`src/skws_pkg.sv`:
```
// Shared constants for the scalar Kalman filter with window statistics.
// No dependencies; imported by the top level.
`default_nettype none

package skws_pkg;

    localparam int DATA_W         = 32;
    localparam int FRAC_BITS_DEF  = 16;
    localparam int WINDOW_MAX_DEF = 1024;

    // configuration register indexes
    localparam int REG_IDX_W = 2;
    localparam logic [REG_IDX_W-1:0] REG_PROCESS_NOISE = 2'd0;
    localparam logic [REG_IDX_W-1:0] REG_MEASURE_NOISE = 2'd1;
    localparam logic [REG_IDX_W-1:0] REG_VALID_LOW     = 2'd2;
    localparam logic [REG_IDX_W-1:0] REG_VALID_HIGH    = 2'd3;

    // register reset values
    localparam logic [DATA_W-1:0] PROCESS_NOISE_RST = 32'd65;
    localparam logic [DATA_W-1:0] MEASURE_NOISE_RST = 32'd65536;
    localparam logic [DATA_W-1:0] VALID_LOW_RST     = 32'd0;
    localparam logic [DATA_W-1:0] VALID_HIGH_RST    = 32'd131072000;

    // item and result codes
    localparam logic OP_SAMPLE   = 1'b0;
    localparam logic OP_FLUSH    = 1'b1;
    localparam logic KIND_SAMPLE = 1'b0;
    localparam logic KIND_WINDOW = 1'b1;

    localparam logic [DATA_W-1:0] DATA_MOST_NEG = {1'b1, {(DATA_W-1){1'b0}}};
    localparam logic [DATA_W-1:0] DATA_MOST_POS = {1'b0, {(DATA_W-1){1'b1}}};

    typedef logic [DATA_W-1:0] data_t;

endpackage

`default_nettype wire

```
`src/scalar_kalman_with_window_stats_top.sv`:
```
// Scalar Kalman filter for one sensor channel plus window statistics.
// Depends on skws_pkg.
//
// A sample passes these steps before the next item can be taken: the predicted
// variance is formed as the item is taken, one set-up step, the bit-serial
// restoring divider for the gain, a step that loads the gain, the bit-serial
// shift-and-add multipliers (estimate step and variance update run side by
// side), and a last step that updates the state and loads the result register
// once no earlier result still waits on out_ready. A flush runs the 32 quotient
// bits of the average through the same divider, or skips the divider on an
// empty window. The result register lets the next item be taken while a
// finished result still waits on out_ready. Configuration writes are taken at
// any time and must only be issued while the block idles.
`default_nettype none

module scalar_kalman_with_window_stats_top
    import skws_pkg::*;
#(
    parameter int FRAC_BITS  = FRAC_BITS_DEF,
    parameter int WINDOW_MAX = WINDOW_MAX_DEF
)(
    input  wire logic                 clk,
    input  wire logic                 rst_n,

    input  wire logic                 in_valid,
    output logic                      in_ready,
    input  wire logic                 op,
    input  wire logic signed [31:0]   raw_sample,

    output logic                      out_valid,
    input  wire logic                 out_ready,
    output logic                      kind,
    output logic signed [31:0]        estimate,
    output logic signed [31:0]        window_average,
    output logic signed [31:0]        window_maximum,
    output logic signed [31:0]        window_minimum,
    output logic                      window_valid,

    input  wire logic                 cfg_write,
    input  wire logic [REG_IDX_W-1:0] cfg_index,
    input  wire logic [DATA_W-1:0]    cfg_data
);

    localparam int KW     = FRAC_BITS + 1;
    localparam int CNT_W  = $clog2(WINDOW_MAX + 1);
    localparam int SUM_W  = DATA_W + $clog2(WINDOW_MAX);
    localparam int DIV_W  = DATA_W + 1;
    localparam int ITER_W = $clog2(DATA_W + 1);

    localparam logic [DATA_W-1:0] VAR_ONE  = {{(DATA_W-1){1'b0}}, 1'b1} << FRAC_BITS;
    localparam logic [KW-1:0]     K_ONE    = {1'b1, {FRAC_BITS{1'b0}}};
    localparam logic [CNT_W-1:0]  CNT_FULL = CNT_W'(WINDOW_MAX);

    localparam logic [2:0] ST_IDLE = 3'd0;
    localparam logic [2:0] ST_PREP = 3'd1;
    localparam logic [2:0] ST_DIV  = 3'd2;
    localparam logic [2:0] ST_GAIN = 3'd3;
    localparam logic [2:0] ST_MUL  = 3'd4;
    localparam logic [2:0] ST_FIN  = 3'd5;

    // configuration
    data_t q_noise_reg, r_noise_reg, valid_low_reg, valid_high_reg;

    // filter and window state
    data_t             est_reg;
    data_t             var_reg;
    logic [SUM_W-1:0]  sum_reg;
    logic [CNT_W-1:0]  cnt_reg;
    data_t             max_reg, min_reg, last_reg;

    // control
    logic [2:0]        state_reg, state_next;
    logic [ITER_W-1:0] iter_reg;
    logic              out_valid_reg;

    // datapath
    logic              op_reg;
    data_t             raw_reg;
    data_t             p_reg;
    data_t             mag_reg;
    logic              neg_reg;
    logic              dzero_reg;
    logic [DIV_W-1:0]  div_rem_reg, div_d_reg;
    data_t             div_sh_reg, div_q_reg;
    logic [KW-1:0]     mk_reg, nk_reg;
    logic [DIV_W-1:0]  acc_a_reg, acc_b_reg;

    // output register
    logic              kind_reg, wvalid_reg;
    data_t             est_out_reg, avg_out_reg, max_out_reg, min_out_reg;

    logic [DIV_W-1:0]  p_sum, d_sum, diff, diff_mag;
    data_t             p_sat;
    logic [SUM_W-1:0]  sum_mag;
    logic [DIV_W:0]    rem_shift, rem_sub;
    logic              div_ge;
    logic [DIV_W-1:0]  rem_new;
    logic [DIV_W-1:0]  add_a, add_b;
    logic [KW-1:0]     k_val;
    data_t             est_new, avg_val;
    logic              fin_go, last_iter;

    assign in_ready = (state_reg == ST_IDLE);
    assign fin_go   = (state_reg == ST_FIN) && (!out_valid_reg || out_ready);
    assign last_iter = (iter_reg == ITER_W'(1));

    always_comb
    begin
        p_sum    = {1'b0, var_reg} + {1'b0, q_noise_reg};
        p_sat    = p_sum[DATA_W] ? '1 : p_sum[DATA_W-1:0];
        d_sum    = {1'b0, p_reg} + {1'b0, r_noise_reg};
        diff     = {raw_reg[DATA_W-1], raw_reg} - {est_reg[DATA_W-1], est_reg};
        diff_mag = diff[DATA_W] ? (~diff + 1'b1) : diff;
        sum_mag  = sum_reg[SUM_W-1] ? (~sum_reg + 1'b1) : sum_reg;

        // one restoring quotient bit per cycle
        rem_shift = {div_rem_reg, div_sh_reg[DATA_W-1]};
        rem_sub   = rem_shift - {1'b0, div_d_reg};
        div_ge    = (rem_shift >= {1'b0, div_d_reg});
        rem_new   = div_ge ? rem_sub[DIV_W-1:0] : rem_shift[DIV_W-1:0];

        // one multiplier bit per cycle, low product bits drop off
        add_a = acc_a_reg + {1'b0, (mk_reg[0] ? mag_reg : '0)};
        add_b = acc_b_reg + {1'b0, (nk_reg[0] ? p_reg : '0)};

        k_val   = dzero_reg ? '0 : div_q_reg[KW-1:0];
        est_new = neg_reg ? (est_reg - acc_a_reg[DATA_W-1:0])
                          : (est_reg + acc_a_reg[DATA_W-1:0]);
        avg_val = neg_reg ? (~div_q_reg + 1'b1) : div_q_reg;
    end

    always_comb
    begin
        state_next = state_reg;
        unique case (state_reg)
            ST_IDLE:
                if (in_valid)
                    state_next = ST_PREP;
            ST_PREP:
                if (op_reg == OP_FLUSH && cnt_reg == '0)
                    state_next = ST_FIN;
                else
                    state_next = ST_DIV;
            ST_DIV:
                if (last_iter)
                    state_next = (op_reg == OP_FLUSH) ? ST_FIN : ST_GAIN;
            ST_GAIN:
                state_next = ST_MUL;
            ST_MUL:
                if (last_iter)
                    state_next = ST_FIN;
            ST_FIN:
                if (fin_go)
                    state_next = ST_IDLE;
            default:
                state_next = ST_IDLE;
        endcase
    end

    always_ff @(posedge clk or negedge rst_n)
    begin
        if (!rst_n)
        begin
            state_reg      <= ST_IDLE;
            iter_reg       <= '0;
            out_valid_reg  <= 1'b0;
            q_noise_reg    <= PROCESS_NOISE_RST;
            r_noise_reg    <= MEASURE_NOISE_RST;
            valid_low_reg  <= VALID_LOW_RST;
            valid_high_reg <= VALID_HIGH_RST;
            est_reg        <= '0;
            var_reg        <= VAR_ONE;
            sum_reg        <= '0;
            cnt_reg        <= '0;
            max_reg        <= DATA_MOST_NEG;
            min_reg        <= DATA_MOST_POS;
            last_reg       <= '0;
        end
        else
        begin
            state_reg <= state_next;

            if (cfg_write)
            begin
                unique case (cfg_index)
                    REG_PROCESS_NOISE: q_noise_reg    <= cfg_data;
                    REG_MEASURE_NOISE: r_noise_reg    <= cfg_data;
                    REG_VALID_LOW:     valid_low_reg  <= cfg_data;
                    REG_VALID_HIGH:    valid_high_reg <= cfg_data;
                endcase
            end

            if (fin_go)
                out_valid_reg <= 1'b1;
            else if (out_valid_reg && out_ready)
                out_valid_reg <= 1'b0;

            if (state_reg == ST_PREP)
                iter_reg <= (op_reg == OP_FLUSH) ? ITER_W'(DATA_W) : ITER_W'(KW);
            else if (state_reg == ST_GAIN)
                iter_reg <= ITER_W'(KW);
            else if (state_reg == ST_DIV || state_reg == ST_MUL)
                iter_reg <= iter_reg - 1'b1;

            if (fin_go)
            begin
                if (op_reg == OP_SAMPLE)
                begin
                    est_reg  <= est_new;
                    var_reg  <= acc_b_reg[DATA_W-1:0];
                    if (cnt_reg < CNT_FULL)
                    begin
                        sum_reg <= sum_reg + {{(SUM_W-DATA_W){est_new[DATA_W-1]}}, est_new};
                        cnt_reg <= cnt_reg + 1'b1;
                    end
                    if ($signed(est_new) > $signed(max_reg))
                        max_reg <= est_new;
                    if ($signed(est_new) < $signed(min_reg))
                        min_reg <= est_new;
                    last_reg <= est_new;
                end
                else
                begin
                    sum_reg  <= '0;
                    cnt_reg  <= '0;
                    max_reg  <= DATA_MOST_NEG;
                    min_reg  <= DATA_MOST_POS;
                    last_reg <= '0;
                end
            end
        end
    end

    // datapath and result payload, no reset
    always_ff @(posedge clk)
    begin
        if (in_valid && in_ready)
        begin
            op_reg  <= op;
            raw_reg <= raw_sample;
            p_reg   <= p_sat;
        end

        unique case (state_reg)
            ST_PREP:
            begin
                div_q_reg <= '0;
                if (op_reg == OP_SAMPLE)
                begin
                    // dividend is P << FRAC_BITS, quotient is at most one
                    div_rem_reg <= {2'b00, p_reg[DATA_W-1:1]};
                    div_sh_reg  <= {p_reg[0], {(DATA_W-1){1'b0}}};
                    div_d_reg   <= d_sum;
                    dzero_reg   <= (d_sum == '0);
                    mag_reg     <= diff_mag[DATA_W-1:0];
                    neg_reg     <= diff[DATA_W];
                end
                else
                begin
                    // the average fits 32 bits, so the high part starts below count
                    div_rem_reg <= DIV_W'(sum_mag >> DATA_W);
                    div_sh_reg  <= sum_mag[DATA_W-1:0];
                    div_d_reg   <= DIV_W'(cnt_reg);
                    dzero_reg   <= 1'b0;
                    neg_reg     <= sum_reg[SUM_W-1];
                end
            end
            ST_DIV:
            begin
                div_rem_reg <= rem_new;
                div_sh_reg  <= {div_sh_reg[DATA_W-2:0], 1'b0};
                div_q_reg   <= {div_q_reg[DATA_W-2:0], div_ge};
            end
            ST_GAIN:
            begin
                mk_reg    <= k_val;
                nk_reg    <= K_ONE - k_val;
                acc_a_reg <= '0;
                acc_b_reg <= '0;
            end
            ST_MUL:
            begin
                mk_reg    <= mk_reg >> 1;
                nk_reg    <= nk_reg >> 1;
                acc_a_reg <= last_iter ? add_a : (add_a >> 1);
                acc_b_reg <= last_iter ? add_b : (add_b >> 1);
            end
            default:
            begin
            end
        endcase

        if (fin_go)
        begin
            if (op_reg == OP_SAMPLE)
            begin
                kind_reg    <= KIND_SAMPLE;
                est_out_reg <= est_new;
                avg_out_reg <= '0;
                max_out_reg <= '0;
                min_out_reg <= '0;
                wvalid_reg  <= 1'b0;
            end
            else
            begin
                kind_reg    <= KIND_WINDOW;
                est_out_reg <= est_reg;
                avg_out_reg <= (cnt_reg == '0) ? '0 : avg_val;
                max_out_reg <= (cnt_reg == '0) ? '0 : max_reg;
                min_out_reg <= (cnt_reg == '0) ? '0 : min_reg;
                wvalid_reg  <= ($signed(last_reg) > $signed(valid_low_reg))
                            && ($signed(last_reg) < $signed(valid_high_reg));
            end
        end
    end

    assign out_valid      = out_valid_reg;
    assign kind           = kind_reg;
    assign estimate       = est_out_reg;
    assign window_average = avg_out_reg;
    assign window_maximum = max_out_reg;
    assign window_minimum = min_out_reg;
    assign window_valid   = wvalid_reg;

    // divider remainder stays below the divisor
    a_div_rem: assert property (@(posedge clk) disable iff (!rst_n)
        (state_reg == ST_DIV && div_d_reg != '0) |-> (div_rem_reg < div_d_reg))
        else $error("divider remainder not below divisor");

    // gain never exceeds one
    a_gain_range: assert property (@(posedge clk) disable iff (!rst_n)
        (state_reg == ST_GAIN && !dzero_reg) |-> (div_q_reg <= DATA_W'(K_ONE)))
        else $error("gain above one");

    // updated variance never exceeds the predicted one
    a_var_bound: assert property (@(posedge clk) disable iff (!rst_n)
        (state_reg == ST_FIN && op_reg == OP_SAMPLE) |-> (acc_b_reg <= {1'b0, p_reg}))
        else $error("variance grew in update");

    a_cnt_bound: assert property (@(posedge clk) disable iff (!rst_n)
        cnt_reg <= CNT_FULL)
        else $error("window count beyond limit");

    // each finished item leaves exactly one result and returns to idle
    a_fin_result: assert property (@(posedge clk) disable iff (!rst_n)
        fin_go |=> (state_reg == ST_IDLE && out_valid_reg))
        else $error("result not posted after finish");

endmodule

`default_nettype wire
```
`config.mk`:
```
export PLATFORM = sky130hd
export DESIGN_NAME = scalar_kalman_with_window_stats_top
export DESIGN_NICKNAME = d
export VERILOG_FILES = /design/src/skws_pkg.sv /design/src/scalar_kalman_with_window_stats_top.sv
export SDC_FILE = /design/constraint.sdc
export NUM_CORES = 2
export LEC_CHECK = 0
export ABC_CLOCK_PERIOD_IN_PS = 26100
export BUFFER_PORTS_ARGS = -buffer_cell sky130_fd_sc_hd__buf_4
export CORE_ASPECT_RATIO = 0.75
export CORE_UTILIZATION = 50
export CTS_BUF_LIST = sky130_fd_sc_hd__clkbuf_4
export CTS_CLUSTER_SIZE = 28
export DETAILED_ROUTE_END_ITERATION = 16
export GPL_TIMING_DRIVEN = 0
export PLACE_DENSITY = 0.63
export SYNTH_ARGS = -nofsm -noshare
export SYNTH_HDL_FRONTEND = slang
export SYNTH_SLANG_ARGS = --single-unit
```
`constraint.sdc`:
```
create_clock -name clk -period 26.1 [get_ports clk]
set_input_delay 1.305 -clock clk [delete_from_list [all_inputs] [get_ports clk]]
set_output_delay 1.305 -clock clk [all_outputs]
set_load 0.02 [all_outputs]
```
==> impl_metrics.ini <==
[timing]
drv_slew = 8
setup_violations = 0
fmax_mhz = 95.2
whs_ns = 0.266
relSlewSlack = -0.0291
hold_viol = 0
min_period_ns = 10.51
tns_ns = 0
min_period_over_period = 0.403
tightest_slew_ns = 1.54
fin_skew_ns = 0.0961
rsz0062_at_grt = no
layout_setup_ws_ns = 15.59

[die]
die-area_um2 = 101000
design.core.area_um2 = 99100
std_cell_rows = 100
die_y_um = 276
num_io_pins = 204
start_util = 0.504
die_x_um = 367

[final_layout]
syn_to_final_growth_pct = 13.3
fin_area_um2 = 56600
fillers = 8937
layout-drive-gt1-share = 0.145
finalNetCount = 5920
layout_common_cells = nand2_1, edfxtp_1, ha_1
post-route-util = 0.571
mostFrequentLayoutCell = nand2_1
final_cells = 6949
largest_register_ffs = 42

[worst_setup_path]
crit_path_frequent_cell = clkbuf_1
regToRegStartpoint = neg_reg
r2r-end = max_reg[16]
worst_r2r_path_depth = 27
slowest_stage = xor2_1
critPathCaptureType = flop
critical_path_required_ns = 27.22
path_class = reg -> reg
start_kind = flop
r2r_setup_slack_ns = 15.59
worstPathArrival_ns = 11.62
critical_path.max_stage_delay_ns = 0.97
critPathMaxFanout = 13

[place]
hpwl_um = 120000
dp_worst_setup_slack_ns = 16.04
dp.cells = 6554
dpl-instance-area_um2 = 53700
io_buffers = 203
gp_congestion = 0.965

[detailed_routing]
num_vias = 40700
drtIter0Drc = 3983
drcViolationCount = 0
routed_wl_um = 156000
drtPass1Iterations = 6
wl_per_cell_um = 22.4
drtAntennaViolNets = 0
viasPerCell = 5.85

[synthesis]
synth-seq-area-share = 0.453
synth-main-ff-cell = edfxtp_1
syn_avg_cell_area_um2 = 9.98
synth_fp_nets = 5486
yosysWarningCount = 0
synth_edf_count = 459
mappedNetlistArea_um2 = 50000
synthDistinctLibCells = 88
synthArstFlopShare = 0.433
syn_inst = 5004
ys_ff_latch = 810

[grt]
first_global_vias = 37400
grt_usage = 0.304
grt_antenna_before_repair = 12
gr-total-overflow = 0
grt_max_degree = 108
grt_pass1_wl_um = 232000

[min_path]
hold_path_class = in -> reg
min-delay-start = raw_sample[2]
hold-path-endpoint = raw_reg[2]
hold_depth = 1

[flow_run]
drv_cap = 1

[cts]
cts.repair.resized = 0
htreeDepth = 4
cts_tree = built
post_cts_buffers = 0
clk_latency_ns = 1.25
cts_made_buffers = 206
cts_buffer_depth = 3
clockRootBuffer = clkbuf_4
cts_num_sinks = 810
clkSlewWorstSetupHoldPaths_ns = 0.07
cts-hold-fix-buffers = 1

[power]
power_density_nw_per_um2 = 50.0
p_total_mw = 2.83
power_switching_mw = 0.731
comb_power_share = 0.082
vdd_drop_max_uv = 48.3
p_leak_nw = 24.7
intPower_mw = 2.10
netSwitchingFraction = 0.258
power_frac_clock = 0.418
pwr-share-seq = 0.500

[status]
status = complete, but fails checks
violations = max-capacitance violations, max-slew violations
-- cells by family after synthesis --
logic type,Yosys count,synth area share
compound gates,1279,0.163
flops,810,0.453
buf+inv,479,0.0360
mux,177,0.0393
xor+xnor,376,0.0659
fa+ha+maj,410,0.104
simple gates,1473,0.139
-- area by class of cell --
class                           instances  area, um^2  area share
Timing Repair Buffer                  226        1970      0.0348
Multi-Input combinational cell       3715       25700       0.454
Tap cell                             1326        1660      0.0293
Antenna cell                           10        25.0    0.000442
Sequential cell                       810       22600       0.399
Clock buffer                          320        2400      0.0424
Buffer                                177         664      0.0117
Inverter                              302        1140      0.0201
Clock inverter                         63         420     0.00742
-- worst max-delay path, delay by kind of cell, from the launching register on --
family / cells / cell delay (ns)
buffers and inverters: 5 / 3.20
AND/OR/NAND/NOR: 9 / 2.46
AO/OA/AOI/OAI: 9 / 2.33
XOR/XNOR: 2 / 1.13
adder cells (fa/ha/maj): 2 / 0.90
flip-flops: 1 / 0.34
-- synth_stat cells (56+ instances only) --
master / number / share of area
a21o_1: 157 / 0.024
and3_1: 62 / 0.0078
nor2_1: 344 / 0.026
xnor2_1: 216 / 0.038
nand2b_1: 57 / 0.0071
nand2_1: 548 / 0.041
a22o_1: 56 / 0.0098
nor3_1: 75 / 0.0075
o21ai_0: 351 / 0.035
inv_1: 300 / 0.023
xor2_1: 160 / 0.028
edfxtp_1: 459 / 0.28
and2_1: 91 / 0.011
mux2_2: 155 / 0.035
nor2b_1: 57 / 0.0071
nand3_1: 73 / 0.0073
a21oi_1: 317 / 0.032
ha_1: 402 / 0.10
dfrtp_1: 309 / 0.15
clkbuf_1: 149 / 0.011
-- worst max path at each step --
stage	start	end	slack [ns]	depth (start not counted)
final	neg_reg	max_reg[16]	15.59	27
after global routing	neg_reg	max_reg[16]	15.32	27
after CTS	neg_reg	max_reg[16]	15.99	27
after detailed placement	neg_reg	max_reg[16]	16.04	27
after global placement	state_reg[0]	acc_b_reg[16]	12.58	4
after floorplan	state_reg[0]	acc_a_reg[0]	17.44	4
-- routing by layer --
metal	vias to the layer above	GRT usage	routed length (um)
met4	0	0.0963	3630
li1	19100	-	-
met5	-	0	0
met2	1601	0.416	62300
met3	211	0.0701	15000
met1	19800	0.470	75100
-- power groups by stage --
stage	Combinational, mW	Sequential [mW]	Clock [mW]
6_report	0.231	1.42	1.18
3_3_place_gp	0.221	1.44	0
4_1_cts	0.229	1.42	1.20
2_1_floorplan	0.158	1.43	0
3_5_place_dp	0.227	1.44	0
5_1_grt	0.256	1.42	1.27
Power figures use the tool's default switching activity.
